**config.mk**
```make
export PLATFORM = sky130hd
export DESIGN_NAME = signed_int_to_decimal_ascii
export DESIGN_NICKNAME = d
export VERILOG_FILES = /design/src/hdl/s2dec_pkg.sv /design/src/hdl/signed_int_to_decimal_ascii.sv
export SDC_FILE = /design/constraint.sdc
export NUM_CORES = 1
export LEC_CHECK = 0
export CELL_PAD_IN_SITES_DETAIL_PLACEMENT = 0
export CELL_PAD_IN_SITES_GLOBAL_PLACEMENT = 2
export CORE_MARGIN = 2
export CORE_UTILIZATION = 30
export CTS_BUF_LIST = sky130_fd_sc_hd__clkbuf_8
export CTS_CLUSTER_SIZE = 28
export DETAILED_ROUTE_END_ITERATION = 12
export DONT_BUFFER_PORTS = 1
export GPL_ROUTABILITY_DRIVEN = 1
export PLACE_DENSITY_LB_ADDON = 0.1
export SLEW_MARGIN = 10
export SYNTH_ARGS = -nofsm -noshare
export SYNTH_HDL_FRONTEND = slang
export SYNTH_SLANG_ARGS = --single-unit
```
**constraint.sdc**
```tcl
create_clock -name clk_i -period 5.9 [get_ports clk_i]
set_clock_uncertainty 0.15 [all_clocks]
set_input_delay 0.295 -clock clk_i [delete_from_list [all_inputs] [get_ports clk_i]]
set_output_delay 0.295 -clock clk_i [all_outputs]
set_load 0.005 [all_outputs]
```
**src/hdl/s2dec_pkg.sv**
```systemverilog
// Shared types, constants and helpers for the signed integer to decimal ASCII converter.
// Stands alone; the top level signed_int_to_decimal_ascii refers to it by scoped names.
package s2dec_pkg;

  // Sequencer states of the converter.
  typedef enum logic [2:0] {
    ST_IDLE,
    ST_CONVERT,
    ST_SKIP,
    ST_SIGN,
    ST_DIGIT
  } state_e;

  typedef logic [3:0] bcd_digit_t;

  localparam logic [7:0] ASCII_ZERO  = 8'h30;
  localparam logic [7:0] ASCII_NINE  = 8'h39;
  localparam logic [7:0] ASCII_MINUS = 8'h2D;

  // Double-dabble correction: a digit of five or more gets three added before the shift.
  function automatic bcd_digit_t add3(input bcd_digit_t d);
    bcd_digit_t r;
    if (d >= 4'd5) begin
      r = d + 4'd3;
    end else begin
      r = d;
    end
    return r;
  endfunction

endpackage

```
**src/hdl/signed_int_to_decimal_ascii.sv**
```systemverilog
// Top level of the signed integer to decimal ASCII converter.
// Depends on s2dec_pkg for the state type, the ASCII constants and the BCD correction.
//
// One input transaction carries a signed two's complement integer of DATA_WIDTH bits; the
// block answers with its decimal text, one ASCII character per output transaction, most
// significant first: a '-' for negative values, then the digits without leading zeros
// (zero gives a single '0'), with last_char_o high on the final character. The magnitude is
// taken as unsigned, so the most negative value prints in full. The conversion is a
// double-dabble loop: one shared bank of add-3 correctors and a one-bit shift run once per
// input bit. A leading-zero scan then drops one zero digit per cycle, and each character
// is loaded into the output register while the output is not stalled. Leading zeros and
// digits always fill the ten digit positions at the default width of 32 bits. in_stall_o
// stays high from acceptance until the last character has been placed in the output
// register; the next number is accepted while that character still waits to be taken.
module signed_int_to_decimal_ascii #(
  parameter int DATA_WIDTH = 32
) (
  input  logic                         clk_i,
  input  logic                         rst_ni,
  input  logic                         in_valid_i,
  output logic                         in_stall_o,
  input  logic signed [DATA_WIDTH-1:0] value_i,
  output logic                         out_valid_o,
  input  logic                         out_stall_i,
  output logic [7:0]                   text_char_o,
  output logic                         last_char_o
);

  // Decimal digits needed for any value below 2^DATA_WIDTH (1233/4096 approximates log10 2).
  localparam int NumDigits = ((DATA_WIDTH * 1233) >> 12) + 1;
  localparam int BcdWidth  = 4 * NumDigits;
  localparam int BitCntW   = $clog2(DATA_WIDTH + 1);
  localparam int DigCntW   = $clog2(NumDigits + 1);

  s2dec_pkg::state_e state_q, state_d;

  logic [DATA_WIDTH-1:0] mag_q, mag_d;
  logic [BcdWidth-1:0]   bcd_q, bcd_d;
  logic [BitCntW-1:0]    bit_cnt_q, bit_cnt_d;
  logic [DigCntW-1:0]    dig_cnt_q, dig_cnt_d;
  logic                  neg_q, neg_d;

  logic                  out_valid_q, out_valid_d;
  logic [7:0]            char_q, char_d;
  logic                  last_q, last_d;

  logic                  in_accept;
  logic                  out_free;
  logic                  out_load;
  logic [DATA_WIDTH-1:0] value_u;
  logic [BcdWidth-1:0]   bcd_adj;
  s2dec_pkg::bcd_digit_t top_digit;

  assign in_stall_o  = (state_q != s2dec_pkg::ST_IDLE);
  assign in_accept   = in_valid_i && !in_stall_o;
  assign out_free    = !out_valid_q || !out_stall_i;
  assign out_load    = out_free && ((state_q == s2dec_pkg::ST_SIGN) ||
                                    (state_q == s2dec_pkg::ST_DIGIT));
  assign value_u     = $unsigned(value_i);
  assign top_digit   = bcd_q[BcdWidth-1 -: 4];

  assign out_valid_o = out_valid_q;
  assign text_char_o = char_q;
  assign last_char_o = last_q;

  // The shared correction bank: every BCD digit gets its add-3 step in parallel.
  always_comb begin
    for (int i = 0; i < NumDigits; i++) begin
      bcd_adj[4*i +: 4] = s2dec_pkg::add3(bcd_q[4*i +: 4]);
    end
  end

  // Next-state logic of the sequencer.
  always_comb begin
    state_d = state_q;
    case (state_q)
      s2dec_pkg::ST_IDLE: begin
        if (in_accept) begin
          state_d = s2dec_pkg::ST_CONVERT;
        end
      end
      s2dec_pkg::ST_CONVERT: begin
        if (bit_cnt_q == BitCntW'(1)) begin
          state_d = s2dec_pkg::ST_SKIP;
        end
      end
      s2dec_pkg::ST_SKIP: begin
        if ((top_digit != 4'd0) || (dig_cnt_q == DigCntW'(1))) begin
          state_d = neg_q ? s2dec_pkg::ST_SIGN : s2dec_pkg::ST_DIGIT;
        end
      end
      s2dec_pkg::ST_SIGN: begin
        if (out_free) begin
          state_d = s2dec_pkg::ST_DIGIT;
        end
      end
      s2dec_pkg::ST_DIGIT: begin
        if (out_free && (dig_cnt_q == DigCntW'(1))) begin
          state_d = s2dec_pkg::ST_IDLE;
        end
      end
      default: begin
        state_d = s2dec_pkg::ST_IDLE;
      end
    endcase
  end

  // Datapath and output register updates for each state.
  always_comb begin
    mag_d       = mag_q;
    bcd_d       = bcd_q;
    bit_cnt_d   = bit_cnt_q;
    dig_cnt_d   = dig_cnt_q;
    neg_d       = neg_q;
    char_d      = char_q;
    last_d      = last_q;
    out_valid_d = out_valid_q && out_stall_i;
    case (state_q)
      s2dec_pkg::ST_IDLE: begin
        if (in_accept) begin
          neg_d     = value_u[DATA_WIDTH-1];
          mag_d     = value_u[DATA_WIDTH-1] ? ((~value_u) + DATA_WIDTH'(1)) : value_u;
          bcd_d     = '0;
          bit_cnt_d = BitCntW'(DATA_WIDTH);
        end
      end
      s2dec_pkg::ST_CONVERT: begin
        bcd_d     = {bcd_adj[BcdWidth-2:0], mag_q[DATA_WIDTH-1]};
        mag_d     = {mag_q[DATA_WIDTH-2:0], 1'b0};
        bit_cnt_d = bit_cnt_q - BitCntW'(1);
        dig_cnt_d = DigCntW'(NumDigits);
      end
      s2dec_pkg::ST_SKIP: begin
        if ((top_digit == 4'd0) && (dig_cnt_q != DigCntW'(1))) begin
          bcd_d     = {bcd_q[BcdWidth-5:0], 4'd0};
          dig_cnt_d = dig_cnt_q - DigCntW'(1);
        end
      end
      s2dec_pkg::ST_SIGN: begin
        if (out_free) begin
          out_valid_d = 1'b1;
          char_d      = s2dec_pkg::ASCII_MINUS;
          last_d      = 1'b0;
        end
      end
      s2dec_pkg::ST_DIGIT: begin
        if (out_free) begin
          out_valid_d = 1'b1;
          char_d      = s2dec_pkg::ASCII_ZERO + {4'd0, top_digit};
          last_d      = (dig_cnt_q == DigCntW'(1));
          bcd_d       = {bcd_q[BcdWidth-5:0], 4'd0};
          dig_cnt_d   = dig_cnt_q - DigCntW'(1);
        end
      end
      default: begin
        out_valid_d = out_valid_q && out_stall_i;
      end
    endcase
  end

  always_ff @(posedge clk_i or negedge rst_ni) begin
    if (!rst_ni) begin
      state_q     <= s2dec_pkg::ST_IDLE;
      out_valid_q <= 1'b0;
    end else begin
      state_q     <= state_d;
      out_valid_q <= out_valid_d;
    end
  end

  always_ff @(posedge clk_i) begin
    mag_q     <= mag_d;
    bcd_q     <= bcd_d;
    bit_cnt_q <= bit_cnt_d;
    dig_cnt_q <= dig_cnt_d;
    neg_q     <= neg_d;
    char_q    <= char_d;
    last_q    <= last_d;
  end

  // An accepted number always starts the conversion loop.
  assert property (@(posedge clk_i) disable iff (!rst_ni)
    in_accept |=> (state_q == s2dec_pkg::ST_CONVERT))
    else $error("accepted transaction did not start conversion");

  // The sign is only emitted for negative numbers.
  assert property (@(posedge clk_i) disable iff (!rst_ni)
    (state_q == s2dec_pkg::ST_SIGN) |-> neg_q)
    else $error("sign state reached for a non-negative number");

  // Loading the final character ends the number.
  assert property (@(posedge clk_i) disable iff (!rst_ni)
    (out_load && last_d) |=> (state_q == s2dec_pkg::ST_IDLE))
    else $error("final character loaded but sequencer not idle");

  // Emitted characters are a minus sign or a decimal digit.
  assert property (@(posedge clk_i) disable iff (!rst_ni)
    out_valid_o |-> ((text_char_o == s2dec_pkg::ASCII_MINUS) ||
                     ((text_char_o >= s2dec_pkg::ASCII_ZERO) &&
                      (text_char_o <= s2dec_pkg::ASCII_NINE))))
    else $error("emitted character is not a sign or digit");

  // The digit counter never runs out while digits are still being emitted.
  assert property (@(posedge clk_i) disable iff (!rst_ni)
    (state_q == s2dec_pkg::ST_DIGIT) |-> (dig_cnt_q != '0))
    else $error("digit counter empty in digit state");

endmodule

```
* Word level (Yosys, flattened, before mapping)
Cells that the tools add are included.
Operators by class: reductions and logical operators 24, equality and inequality tests 14, bitwise operators 1, mux-type cells 37, add/sub/neg operators 14, $lt $le $gt $ge 10
Operators with widths (number):
- $pmux 40 s4 | 1
- $mux 40 | 3
- $mux 32 | 2
- $pmux 32 s2 | 1
- $mux 4 | 11
- $ge 4x3->1 const B | 10
- $add 4x2->4 const B | 9
- $add 32x1->32 const B | 1
- $not 32->32 | 1
- $mux 3 | 7
- $mux 8 | 2
- $pmux 8 s2 | 1
- $pmux 3 s5 | 1
- $ne 2x2->1 const B | 6
- $pmux 4 s3 | 1
- $pmux 6 s2 | 1
- $reduce_bool 4->1 | 2
- $add 6x4->7 const A | 1
- $eq 3x2->1 const B | 2
- $eq 6x1->1 const B | 1
- $mux 6 | 1
- $reduce_and 3->1 | 2
- $reduce_bool 3->1 | 2
- $sub 6x1->6 const B | 1
- other kinds (19) | 30
Word-level totals: input bits 36, word-level logic and storage cells 109, output and inout port bits 11, bits in registers 96

* Depth between registers and ports, before layout
word-level depth 5, gate-level depth with buffers 7

* Least setup slack after synthesis
Ideal clock, no wire load.
path kind reg2reg, start point register state_q[1], end point register bcd_q[0] (enable), buffers on the path 1, data arrival time 4.190 ns, cell stages (with the launch flop) 4, slack 1.164 ns, path through dfrtp_1 > clkbuf_1 > nor3_1 > a21o_1
Between the ends: longest elaborated chain between the ends 5
RTL lines:
- from (decl) | RTL line signed_int_to_decimal_ascii.sv:35 | s2dec_pkg::state_e state_q, state_d;
- from (signal assigned) | RTL line signed_int_to_decimal_ascii.sv:163 | state_q <= s2dec_pkg::ST_IDLE;
- from (signal assigned) | RTL line signed_int_to_decimal_ascii.sv:166 | state_q <= state_d;
- $reduce_bool 3->1 | RTL line signed_int_to_decimal_ascii.sv:54 | assign in_stall_o = (state_q != s2dec_pkg::ST_IDLE);
- $logic_not 1->1 | RTL line signed_int_to_decimal_ascii.sv:55 | assign in_accept = in_valid_i && !in_stall_o;
- $logic_and 1x1->1 | RTL line signed_int_to_decimal_ascii.sv:55
- $ne 2x2->1 (no source line)
- $reduce_and 4->1 (no source line) *
- to (signal assigned) | RTL line signed_int_to_decimal_ascii.sv:173 | bcd_q <= bcd_d;
- to (decl) | RTL line signed_int_to_decimal_ascii.sv:38 | logic [BcdWidth-1:0] bcd_q, bcd_d;
Mark *: on every way between the ends. The rest lies on a longest branch, timed or not. A chain may end at the register's enable or synchronous reset.

* Worst setup path after layout
start point input value_i[0], end point register mag_q[20], data pin
Between the ends: longest elaborated chain between the ends 5
RTL lines:
- from (decl) | RTL line signed_int_to_decimal_ascii.sv:22 | input logic signed [DATA_WIDTH-1:0] value_i,
- $not 32->32 | RTL line signed_int_to_decimal_ascii.sv:122 | mag_d = value_u[DATA_WIDTH-1] ? ((~value_u) + DATA_WIDTH'(1)) : value_u;
- $add 32x1->32 | RTL line signed_int_to_decimal_ascii.sv:122
- $mux 32 | RTL line signed_int_to_decimal_ascii.sv:122
- $mux 32 | RTL line signed_int_to_decimal_ascii.sv:120 | if (in_accept) begin
- $pmux 32 s2 | RTL line signed_int_to_decimal_ascii.sv:118 | case (state_q)
- via mag_d[20] | RTL line signed_int_to_decimal_ascii.sv:37 | logic [DATA_WIDTH-1:0] mag_q, mag_d;
- to (signal assigned) | RTL line signed_int_to_decimal_ascii.sv:172 | mag_q <= mag_d;
- to (decl) | RTL line signed_int_to_decimal_ascii.sv:37
The timed path passes the listed nets, and every way through them passes these cells. The select of a mux whose other input is x is not followed.

==> results.json <==
{
  "synth.distinct_cells": 52,
  "area_growth_pct": 8.53,
  "finalNonFillerCells": 813,
  "synth_edf_count": 89,
  "gr-usage-met2": 0.199,
  "final.min_clock_period_ns": 2.65,
  "vias": 4105,
  "grt_pass1_vias": 4082,
  "synth-main-ff-cell": "edfxtp_1",
  "finalWeightedCongestion": 0.757,
  "overflow": 0,
  "cts_buffer_depth": 2,
  "yosysWarningCount": 0,
  "crit_arrival_ns": 2.62,
  "power_density_nw_per_um2": 479,
  "drv_slew": 0,
  "drive_gt1_frac": 0.0570,
  "cts_buffers": 9,
  "drtIter0Drc": 247,
  "core_area_um2": 18800,
  "crit_path_start_kind": "input port",
  "cts_htree_levels": 3,
  "dieWidth_um": 142,
  "synth.yosys.seq_area_share": 0.482,
  "top_usage_layer": "met2",
  "ant_nets": 0,
  "cts_setup_buffers": 0,
  "timing.critical_path.from": "value_i[0]",
  "drv_cap": 0,
  "status": "finished clean",
  "crit_fanout": 5,
  "yosysTopAreaCellShare": 0.465,
  "ios": 47,
  "wire_per_inst_um": 15.6,
  "drcViolationCount": 0,
  "start_util": 0.306,
  "synth_common_cells": "89 x edfxtp_1, 76 x o21ai_0, 73 x nand2_1",
  "num_antenna_cells": 0,
  "crit_path_end_kind": "flop",
  "hpwl_mm": 8.40,
  "fillers": 1951,
  "dp.cells": 792,
  "rsz0062_at_grt": "no",
  "async_flop_share": 0.0430,
  "cts_tree": "built",
  "fp.dieArea_um2": 20300,
  "tightest_slew_ns": 0.621,
  "worstPathRequired_ns": 5.86,
  "hold_ws_ns": 0.0302,
  "finalSetupViolations": 0,
  "firstDrtPassIters": 4,
  "path_clk_slew_ns": 0.10,
  "relSlewSlack": 0.581,
  "grt_max_degree": 55,
  "synth_top_cell_by_area": "edfxtp_1",
  "synth.most_common_cell": "edfxtp_1",
  "clk_latency_ns": 0.37,
  "use_met3": 0.0222,
  "tns_ns": 0,
  "p_leak_uw": 0.00221,
  "rows": 50,
  "timing.fmax_ghz": 0.377,
  "syn_avg_cell_area_um2": 9.90,
  "vias_per_cell": 5.05,
  "syn_area_um2": 5750,
  "die_y_um": 142,
  "yosys-top-cells-area": "edfxtp_1 46%, o21ai_0 6.6%, ha_1 5.7%, nand2_1 4.8%, xor2_1 4.6%",
  "min_path_type": "in -> async",
  "grt.total_usage": 0.131,
  "fin_crit_sh": 0.450,
  "io_buffers": 0,
  "clock-sinks": 93,
  "cts-resized-gates": 0,
  "antenna_found_initial": 0,
  "reg2reg_from": "state_q[0]",
  "nets": 636,
  "grt.met1_usage": 0.188,
  "root_buffer": "clkbuf_8",
  "syn-instance-count": 581,
  "criticalPathCategory": "in -> reg",
  "synth_seq_cells": 93,
  "finalHoldViolations": 0,
  "peakVddDrop_mv": 0.218,
  "grt_pass1_wl_mm": 21.2,
  "postRouteWirelength_mm": 12.7
}
## sequential cells by signal, summed over array words and instances (netlist names)
signal / count
bcd_q: 40
mag_q: 32
bit_cnt_q: 6
text_char_o: 5
dig_cnt_q: 4
state_q: 3
last_char_o: 1
neg_q: 1
out_valid_o: 1
## path summary, 6_finish.rpt
path / slack, ns / end / depth (start not counted)
max: 3.25 / mag_q[20] / 8
min: 0.03 / state_q[1] / 1
max reg2reg: 3.35 / mag_q[27] / 6
min reg2reg: 0.38 / mag_q[28] / 2
max in group asynchronous: 5.41 / state_q[2] / 1
min in group clk_i: 0.04 / neg_q / 1
## final cells by class
cell class | count | area (µm²) | area share
clock buffer | 9 | 124 | 0.0198
clock inverter | 7 | 96.3 | 0.0154
sequential | 93 | 2770 | 0.444
inverter | 28 | 105 | 0.0168
timing repair buffer | 10 | 87.6 | 0.0140
multi-input combinational | 432 | 2760 | 0.443
tap | 234 | 293 | 0.0469
## metrics by stage
step	power (µW)	worst slack [ns]	area, µm²	utilization
after global placement	2530	3.15	5970	0.318
after detailed placement	2540	3.16	5970	0.318
after CTS	3050	3.26	6240	0.333
final	2990	3.25	6240	0.333
after global routing	3280	3.08	6240	0.333
after floorplan	2220	1.16	5760	-
## power breakdown
part           switching, µW  internal, µW
sequential               222          1160
clock                    254           241
combinational            692           424
total                   1170          1820
## repair_timing
action,CTS,global route
endpoints found under the hold margin,8,0
setup endpoints to repair,0,0
hold buffers,5,0
## worst max-delay path, cell delays in order
cell	delay, ns
dlygate4sd3_1	0.53
inv_1	0.08
ha_1	0.19
nor3b_1	0.42
nand3_1	0.34
o41ai_1	0.46
xor2_1	0.22
a21oi_1	0.08
## logic make-up after synthesis
logic type               synth area share
multiplexers                      0.00348
AND/OR/NAND/NOR                     0.173
flip-flops                          0.482
XOR/XNOR                           0.0670
adder cells (fa/ha/maj)            0.0566
AO/OA/AOI/OAI                       0.176
buffers and inverters              0.0409
other                             0.00131
## routing by layer
metal,up-vias,part of all wire
met5,-,0
met4,0,0.014
met3,11,0.038
met2,62,0.44
met1,1946,0.51
li1,2086,-
## layout by cell type (no fill, tap or decap), drive strengths merged, types with 4 or more instances in the layout
cell | netlist | final
o21ai | 78 | 78
inv | 28 | 30
nor2b | 9 | 9
nor2 | 31 | 31
a21oi | 37 | 37
and3 | 4 | 4
edfxtp | 89 | 89
dlygate4sd3 | 0 | 5
nand2 | 73 | 73
xnor2 | 14 | 14
or3 | 6 | 6
nand3 | 4 | 4
a22o | 9 | 9
nor3 | 9 | 9
clkbuf | 20 | 9
and2 | 4 | 4
buf | 9 | 5
xor2 | 30 | 30
ha | 26 | 26
dfrtp | 4 | 4
or4 | 5 | 5
nor3b | 17 | 17
o31ai | 20 | 20
o41ai | 7 | 7
nand2b | 15 | 15
Note: power is estimated with default switching activity, not from simulation.
